[config.mk]
export PLATFORM = sky130hd
export DESIGN_NAME = gossip_membership_table_unit
export DESIGN_NICKNAME = d
export VERILOG_FILES = /design/src/hw/rtl/gmt_pkg.sv /design/src/hw/rtl/gmt_table_mem.sv /design/src/hw/rtl/gossip_membership_table_unit.sv
export SDC_FILE = /design/constraint.sdc
export NUM_CORES = 2
export LEC_CHECK = 0
export CORE_MARGIN = 8
export CORE_UTILIZATION = 40
export DETAILED_ROUTE_END_ITERATION = 16
export DONT_BUFFER_PORTS = 1
export SETUP_SLACK_MARGIN = 0.1
export SLEW_MARGIN = 20
export SYNTH_ARGS = -nofsm -noshare
export SYNTH_HDL_FRONTEND = slang
export SYNTH_SLANG_ARGS = --single-unit
[constraint.sdc]
create_clock -name clk -period 24.9 [get_ports clk]
set_clock_uncertainty 0.2 [all_clocks]
set_input_delay 4.98 -clock clk [delete_from_list [all_inputs] [get_ports clk]]
set_output_delay 4.98 -clock clk [all_outputs]
set_load 0.01 [all_outputs]
[src/hw/rtl/gmt_pkg.sv]
// ----------------------------------------------------------------------------
// gmt_pkg
// Shared types and codes for the gossip membership table.
// ----------------------------------------------------------------------------
package gmt_pkg;

  localparam int MaxMembers = 16;
  localparam int IdxW = $clog2(MaxMembers);
  localparam int CntW = $clog2(MaxMembers + 1);
  localparam int ResultCap = 16;

  localparam logic [2:0] CMD_JOIN_REQ = 3'd0;
  localparam logic [2:0] CMD_JOIN_REP = 3'd1;
  localparam logic [2:0] CMD_PING = 3'd2;
  localparam logic [2:0] CMD_GOSSIP = 3'd3;
  localparam logic [2:0] CMD_TICK = 3'd4;

  localparam logic [2:0] KIND_DONE = 3'd0;
  localparam logic [2:0] KIND_JOIN_REPLY = 3'd1;
  localparam logic [2:0] KIND_DROPPED = 3'd2;
  localparam logic [2:0] KIND_PING = 3'd3;
  localparam logic [2:0] KIND_TICK_EMPTY = 3'd4;
  localparam logic [2:0] KIND_NOT_IN_GROUP = 3'd5;

  localparam logic [1:0] REG_SELF_ID = 2'd0;
  localparam logic [1:0] REG_SELF_PORT = 2'd1;
  localparam logic [1:0] REG_TIMEOUT = 2'd2;
  localparam logic [1:0] REG_INTRODUCER = 2'd3;

  typedef struct packed {
    logic [15:0] id;
    logic [15:0] port;
    logic [31:0] heartbeat;
    logic [31:0] stamp;
  } entry_t;

  // memory port bundle from the controller
  typedef struct packed {
    logic            rd_en;
    logic [IdxW-1:0] rd_addr;
    logic            wr_en;
    logic [IdxW-1:0] wr_addr;
    entry_t          wr_data;
  } mem_req_t;

endpackage

[src/hw/rtl/gmt_table_mem.sv]
// ----------------------------------------------------------------------------
// gmt_table_mem
// Membership entry store: one write port, one registered read port.
// ----------------------------------------------------------------------------
module gmt_table_mem
  import gmt_pkg::*;
(
  input  logic     clk,
  input  mem_req_t req,
  output entry_t   rd_data
);

  entry_t mem [MaxMembers];

  always_ff @(posedge clk) begin
    if (req.wr_en) begin
      mem[req.wr_addr] <= req.wr_data;
    end
    if (req.rd_en) begin
      rd_data <= mem[req.rd_addr];
    end
  end

endmodule

[src/hw/rtl/gossip_membership_table_unit.sv]
// ----------------------------------------------------------------------------
// gossip_membership_table_unit
// Gossip heartbeat membership table: lookup, insert, expiry and ping fan-out.
// ----------------------------------------------------------------------------
// Channel   Dir  Handshake           Words
// command   in   start & !busy       cmd, now, member_*
// config    in   cfg_we              cfg_index, cfg_data
// result    out  strobe (no stall)   kind, dest_*, entry_*, last
//
// One memory read per cycle sets the rate. Lookup walks the table one entry a
// cycle. A tick walks twice (compact, then ping), emitting one result a cycle.
// rst clears count, group flags and config (timeout resets to 20); table contents are never cleared.
// busy stays high until the last result word has been strobed.
// ----------------------------------------------------------------------------
module gossip_membership_table_unit
  import gmt_pkg::*;
(
  input  logic        clk,
  input  logic        rst,
  input  logic        start,
  output logic        busy,
  input  logic [2:0]  cmd,
  input  logic [31:0] now,
  input  logic [15:0] member_id,
  input  logic [15:0] member_port,
  input  logic [31:0] member_heartbeat,
  input  logic [31:0] member_timestamp,
  input  logic        cfg_we,
  input  logic [1:0]  cfg_index,
  input  logic [15:0] cfg_data,
  output logic        strobe,
  output logic [2:0]  kind,
  output logic [15:0] dest_id,
  output logic [15:0] dest_port,
  output logic [31:0] entry_heartbeat,
  output logic [31:0] entry_timestamp,
  output logic        last
);

  typedef enum logic [3:0] {
    S_IDLE, S_SEARCH, S_DECIDE, S_EMIT2, S_COMPACT, S_PING, S_FINISH
  } state_t;

  state_t      state;
  logic [15:0] self_id, self_port, remove_timeout;
  logic        is_introducer, joined;
  logic [CntW-1:0] member_count;

  // latched command
  logic [2:0]  c_cmd;
  logic [31:0] c_now, c_hb, c_ts;
  logic [15:0] c_id, c_port;

  logic [CntW-1:0] rd_ptr;      // next entry to read
  logic [CntW-1:0] wr_ptr;      // compaction write pointer
  logic            rd_pend;     // read data valid this cycle
  logic [IdxW-1:0] pend_idx;
  logic            found;
  logic [IdxW-1:0] found_idx;
  entry_t          found_ent;
  logic [CntW-1:0] emitted;

  mem_req_t req;
  entry_t   rd_data;

  gmt_table_mem u_mem (.clk(clk), .req(req), .rd_data(rd_data));

  wire in_group = joined | is_introducer;
  wire [31:0] rd_age = c_now - rd_data.stamp;
  wire        rd_expired = rd_age >= {16'd0, remove_timeout};
  wire        rd_match = rd_data.id == c_id && rd_data.port == c_port;
  wire        full = member_count == CntW'(MaxMembers);
  wire [31:0] gossip_age = c_now - c_ts;

  assign busy = state != S_IDLE;

  // memory request: reads driven by rd_ptr in walking states, writes by state
  always_comb begin
    req = '0;
    req.rd_addr = rd_ptr[IdxW-1:0];
    req.rd_en = ((state == S_SEARCH || state == S_COMPACT || state == S_PING) &&
                 rd_ptr < member_count);
    case (state)
      S_DECIDE: begin
        if (found) begin
          req.wr_addr = found_idx;
          req.wr_data = found_ent;
          if (c_cmd == CMD_PING) begin
            req.wr_en = 1'b1;
            req.wr_data.heartbeat = found_ent.heartbeat + 32'd1;
            req.wr_data.stamp = c_now;
          end else if (c_cmd == CMD_GOSSIP && c_hb > found_ent.heartbeat) begin
            req.wr_en = 1'b1;
            req.wr_data.heartbeat = c_hb;
            req.wr_data.stamp = c_now;
          end
        end else begin
          req.wr_addr = member_count[IdxW-1:0];
          req.wr_data.id = c_id;
          req.wr_data.port = c_port;
          if (c_cmd == CMD_GOSSIP) begin
            req.wr_data.heartbeat = c_hb;
            req.wr_data.stamp = c_ts;
            req.wr_en = !full && !(c_id == self_id && c_port == self_port) &&
                        gossip_age < {16'd0, remove_timeout};
          end else begin
            req.wr_data.heartbeat = 32'd1;
            req.wr_data.stamp = c_now;
            req.wr_en = !full && (c_cmd == CMD_JOIN_REQ || c_cmd == CMD_JOIN_REP ||
                                  c_cmd == CMD_PING);
          end
        end
      end
      S_COMPACT: begin
        req.wr_en = rd_pend && !rd_expired;
        req.wr_addr = wr_ptr[IdxW-1:0];
        req.wr_data = rd_data;
      end
      default: ;
    endcase
  end

  always_ff @(posedge clk) begin
    if (rst) begin
      state <= S_IDLE;
      self_id <= '0;
      self_port <= '0;
      remove_timeout <= 16'd20;
      is_introducer <= 1'b0;
      joined <= 1'b0;
      member_count <= '0;
      strobe <= 1'b0;
      rd_pend <= 1'b0;
    end else begin
      strobe <= 1'b0;
      if (cfg_we) begin
        case (cfg_index)
          REG_SELF_ID:    self_id <= cfg_data;
          REG_SELF_PORT:  self_port <= cfg_data;
          REG_TIMEOUT:    remove_timeout <= cfg_data;
          REG_INTRODUCER: is_introducer <= cfg_data[0];
          default: ;
        endcase
      end
      rd_pend <= req.rd_en;
      pend_idx <= rd_ptr[IdxW-1:0];
      if (req.rd_en) rd_ptr <= rd_ptr + 1'b1;
      case (state)
        S_IDLE: begin
          if (start) begin
            c_cmd <= cmd; c_now <= now; c_id <= member_id; c_port <= member_port;
            c_hb <= member_heartbeat; c_ts <= member_timestamp;
            rd_ptr <= '0; wr_ptr <= '0; found <= 1'b0; emitted <= '0;
            if (cmd == CMD_TICK) begin
              state <= in_group ? S_COMPACT : S_FINISH;
            end else if (cmd == CMD_JOIN_REQ || cmd == CMD_JOIN_REP ||
                         cmd == CMD_PING || cmd == CMD_GOSSIP) begin
              state <= S_SEARCH;
            end else begin
              state <= S_FINISH;
            end
          end
        end
        S_SEARCH: begin
          if (rd_pend && rd_match && !found) begin
            found <= 1'b1;
            found_idx <= pend_idx;
            found_ent <= rd_data;
          end
          if (!req.rd_en && !rd_pend) state <= S_DECIDE;
        end
        S_DECIDE: begin
          if (!found && req.wr_en) member_count <= member_count + 1'b1;
          if (c_cmd == CMD_JOIN_REP) joined <= 1'b1;
          kind <= KIND_DONE; dest_id <= '0; dest_port <= '0;
          entry_heartbeat <= '0; entry_timestamp <= '0; last <= 1'b1;
          if (!found && full &&
              (c_cmd != CMD_GOSSIP || (!(c_id == self_id && c_port == self_port) &&
                                        gossip_age < {16'd0, remove_timeout}))) begin
            strobe <= 1'b1;
            kind <= KIND_DROPPED; dest_id <= c_id; dest_port <= c_port;
            entry_heartbeat <= (c_cmd == CMD_GOSSIP) ? c_hb : 32'd1;
            entry_timestamp <= (c_cmd == CMD_GOSSIP) ? c_ts : c_now;
            last <= c_cmd != CMD_JOIN_REQ;
            state <= (c_cmd == CMD_JOIN_REQ) ? S_EMIT2 : S_IDLE;
          end else if (c_cmd == CMD_JOIN_REQ) begin
            strobe <= 1'b1;
            kind <= KIND_JOIN_REPLY; dest_id <= c_id; dest_port <= c_port;
            state <= S_IDLE;
          end else begin
            strobe <= 1'b1;
            state <= S_IDLE;
          end
        end
        S_EMIT2: begin
          strobe <= 1'b1;
          kind <= KIND_JOIN_REPLY; dest_id <= c_id; dest_port <= c_port;
          entry_heartbeat <= '0; entry_timestamp <= '0; last <= 1'b1;
          state <= S_IDLE;
        end
        S_COMPACT: begin
          if (req.wr_en) wr_ptr <= wr_ptr + 1'b1;
          if (!req.rd_en && !rd_pend) begin
            member_count <= wr_ptr;
            rd_ptr <= '0;
            if (wr_ptr == '0) begin
              strobe <= 1'b1;
              kind <= KIND_TICK_EMPTY; dest_id <= '0; dest_port <= '0;
              entry_heartbeat <= '0; entry_timestamp <= '0; last <= 1'b1;
              state <= S_IDLE;
            end else begin
              state <= S_PING;
            end
          end
        end
        S_PING: begin
          if (rd_pend) begin
            strobe <= 1'b1;
            kind <= KIND_PING; dest_id <= rd_data.id; dest_port <= rd_data.port;
            entry_heartbeat <= rd_data.heartbeat; entry_timestamp <= rd_data.stamp;
            emitted <= emitted + 1'b1;
            last <= !req.rd_en || emitted == CntW'(ResultCap - 1);
            if (!req.rd_en || emitted == CntW'(ResultCap - 1)) state <= S_IDLE;
          end
        end
        S_FINISH: begin
          strobe <= 1'b1;
          kind <= (c_cmd == CMD_TICK) ? KIND_NOT_IN_GROUP : KIND_DONE;
          dest_id <= '0; dest_port <= '0;
          entry_heartbeat <= '0; entry_timestamp <= '0; last <= 1'b1;
          state <= S_IDLE;
        end
        default: state <= S_IDLE;
      endcase
    end
  end

  // table never exceeds capacity
  assert property (@(posedge clk) disable iff (rst)
    member_count <= CntW'(MaxMembers)) else $error("member count overflow");
  // a command is never accepted while results are still pending
  assert property (@(posedge clk) disable iff (rst)
    strobe && !last |-> busy) else $error("busy dropped before last word");
  // compaction never writes ahead of the read pointer
  assert property (@(posedge clk) disable iff (rst)
    state == S_COMPACT |-> wr_ptr <= rd_ptr) else $error("compaction overran");

endmodule
==> run_results.csv <==
group,metric,value,unit
routing,drc,0,
grt,antenna_found_initial,29,
sta,rsz0062_at_grt,"false",
placement,port_buffers,0,
sta,relSlewSlack,22.2,%
grt,grt_pass1_vias,45700,
clocking,root_buffer,"clkbuf_16",
synthesis,ys_dominant_reg_cell,"edfxtp_1",
grt,grt_max_degree,152,
critical_path,critPathMaxFanout,43,
floorplan,ioPinCount,255,
routing,via_per_inst,5.81,
critical_path,crit_path_start,"c_now[0]$_DFFE_PP_",
sta,clock.fmax,119,MHz
floorplan,fp.dieW,477,um
clocking,cts-resized-gates,0,
sta,hold_viol_final,0,
run,cap_violations,0,
placement,placed_cells,7450,
routing,wl,238000,um
finish,fill_cells,17900,
clocking,htreeDepth,4,
grt,gr-usage-all-layers,20.4,%
sta,fin_crit_sh,33.7,%
synthesis,synth.distinct_cells,93,
floorplan,core,211000,um^2
clocking,cts_tree,"built",
floorplan,start_util,40.1,%
pwr,power_leakage,31.4,nW
routing,routedWlPerCell,30.3,um
run_status,status,"finished clean",
routing,drtIter0Drc,4928,
synthesis,ys_warn_count,0,
synthesis,syn_area_per_cell,18.0,um^2
synthesis,ys_seq_area_share,71.6,%
clocking,cts_setup_buffers,0,
finish,area_delta_synth_final,13.3,%
grt,globalRouteOverflowTotal,0,
clocking,cts_hold_buf,0,
finish,stdcell_count,7857,
critical_path,crit_arrival,8650,ps
pwr,peakVddDrop,0.124,mV
floorplan,die-area,227000,um^2
synthesis,syn_inst,4725,
pwr,p_per_area,105,nW/um^2
synthesis,async_flop_share,0,%
synthesis,synth_seq_cells,2043,
min_path,hold_path_class,"flip-flop to flip-flop",
clocking,cts_buffers,208,
sta,finalSetupViolCount,0,
floorplan,core.rowCount,169,
placement,gp_congestion,0.865,
critical_path,startpoint_type,"flip-flop",
critical_path,cp-end-kind,"flip-flop",
critical_path,critPathKind,"flip-flop to flip-flop",
sta,slew_viol_final,0,
clocking,cts.sinks,2043,
finish,layout_common_cells,"edfxtp_1, mux4_2, nand2_1, a21oi_1, clkbuf_16",
clocking,clkTransAtPathRegs,60,ps
finish,finalNetCount,5134,
finish,drive_gt1_share,20.4,%
routing,firstDrtPassIters,7,
sta,worst_pin_slew,1160,ps
min_path,holdCritStartpoint,"pend_idx[1]$_DFFE_PN_",
critical_path,r2r_start,"c_now[0]$_DFFE_PP_",
synthesis,synth_edf_count,1983,
grt,grt_pass1_wl,341000,um
critical_path,required,25150,ps
sta,min_period,8400,ps
clocking,worstSkewPairLatency,850,ps
synthesis,synth_fp_nets,5017,
clocking,cts_max_path_buffers,3,
synthesis,syn_area,84900,um^2
floorplan,die_h,477,um
sta,fin_setup_tns,0,ps
finish,layout_commonest_cell,"edfxtp_1",
routing,route.vias.total,45700,
routing,antenna_left,0,
sta,whs,212,ps
placement,place_hpwl,151000,um
worst paths after layout:
path                                                     to  slack (ps)  depth (start not counted)
worst min register to register       found_idx[1]$_DFFE_PP_         210                          0
worst max register to register  u_mem.mem[13][43]$_DFFE_PP_       16500                         27
worst min-delay path                 found_idx[1]$_DFFE_PP_         210                          0
worst max-delay path            u_mem.mem[13][43]$_DFFE_PP_       16500                         27
routing by layer:
layer	vias to the layer above	wire, um	global-route usage, %
li1	19400	-	-
met1	24100	98700	27.8
met5	-	93	0
met4	14	5950	5.35
met2	1784	115000	33.4
met3	330	18200	4.42
layout make-up:
| cell class | instances | area, um^2 | area share, % |
|---|---|---|---|
| clock inverters | 137 | 1690 | 1.75 |
| multi-input cells | 2291 | 22900 | 23.9 |
| repair buffers | 148 | 1260 | 1.31 |
| flip-flops and latches | 2043 | 60700 | 63.2 |
| diodes | 17 | 42.5 | 0.0442 |
| inverters | 150 | 568 | 0.591 |
| well taps | 2821 | 3530 | 3.67 |
| clock buffers | 250 | 5410 | 5.63 |
state kept, by name (all words and copies together), names as in the netlist, 16 cells and up:
name and flops:
found_ent 96, c_hb 32, c_id 16, c_ts 32, entry_timestamp 32, u_mem.mem 1536
u_mem.rd_data 96, dest_id 16, c_port 16, remove_timeout 16, c_now 32, dest_port 16
entry_heartbeat 32, self_port 16, self_id 16
through the flow:
step	util [%]	area [um^2]	setup slack [ps]	power (W)
global route	45.5	96200	16060	0.0105
global placement	42.0	88800	16500	0.00696
floorplan	-	84900	13230	0.00611
detailed placement	42.0	88900	16420	0.00698
CTS	45.4	96000	16390	0.0102
finish	45.5	96200	16500	0.0101
worst max-delay path, stage by stage, from the launching register on:
cell	delay, ps
edfxtp_1	340
inv_1	80
ha_1	230
fa_1	410
nand2b_1	190
a21oi_1	390
nor2b_1	140
o221a_2	340
nor2b_1	110
o21ai_0	80
nand2b_1	130
a21o_1	120
a21oi_1	70
xnor2_1	170
ha_1	260
nor2b_1	130
o21ai_0	170
o21ai_0	120
nor4_1	300
o221a_2	220
and4_1	180
nand4_1	330
o31a_1	480
o21ai_4	250
nand3_2	260
nor2_4	780
buf_4	710
buf_4	750
cells in the mapped netlist, drive strengths merged, types with 13 or more instances:
| cell | n | share of area [%] |
|---|---|---|
| inv | 148 | 0.65 |
| a31oi | 16 | 0.13 |
| edfxtp | 1983 | 70 |
| ha | 137 | 2.0 |
| nor4 | 22 | 0.18 |
| a22oi | 42 | 0.39 |
| o21a | 17 | 0.15 |
| dfxtp | 60 | 1.4 |
| nor2 | 144 | 0.64 |
| xor2 | 54 | 0.56 |
| and2 | 14 | 0.11 |
| a21oi | 212 | 1.3 |
| nor3 | 28 | 0.17 |
| nand2 | 359 | 1.6 |
| o21ai | 143 | 0.87 |
| a221oi | 13 | 0.14 |
| xnor2 | 62 | 0.64 |
| nand2b | 25 | 0.18 |
| and3 | 15 | 0.11 |
| o211ai | 20 | 0.18 |
| mux2i | 76 | 0.90 |
| a211oi | 15 | 0.15 |
| o2bb2ai | 33 | 0.34 |
| nand4 | 41 | 0.31 |
| nor2b | 14 | 0.10 |
| clkbuf | 185 | 0.82 |
| o22ai | 61 | 0.45 |
| a22o | 38 | 0.39 |
| o31ai | 13 | 0.12 |
| nand3 | 46 | 0.29 |
| buf | 56 | 0.29 |
| a21o | 41 | 0.36 |
| mux4 | 480 | 13 |
report_power, final:
group          total [W]  switching, W  internal [W]
logic            0.00242       0.00145      0.000962
registers        0.00448      0.000203       0.00428
clock network    0.00324       0.00135       0.00190
kinds of logic (layout without fill, tap and decap cells):
group / count (synthesis) / count (layout) / share of synthesized area, %
xor+xnor: 116 / 116 / 1.20
buf+inv: 391 / 685 / 1.77
fa+ha+maj: 139 / 139 / 2.07
flops: 2043 / 2043 / 71.6
compound gates: 737 / 737 / 5.74
other cells: 0 / 17 / 0
mux: 558 / 558 / 13.7
simple gates: 741 / 741 / 3.98
(Power assumes the default switching activity.)
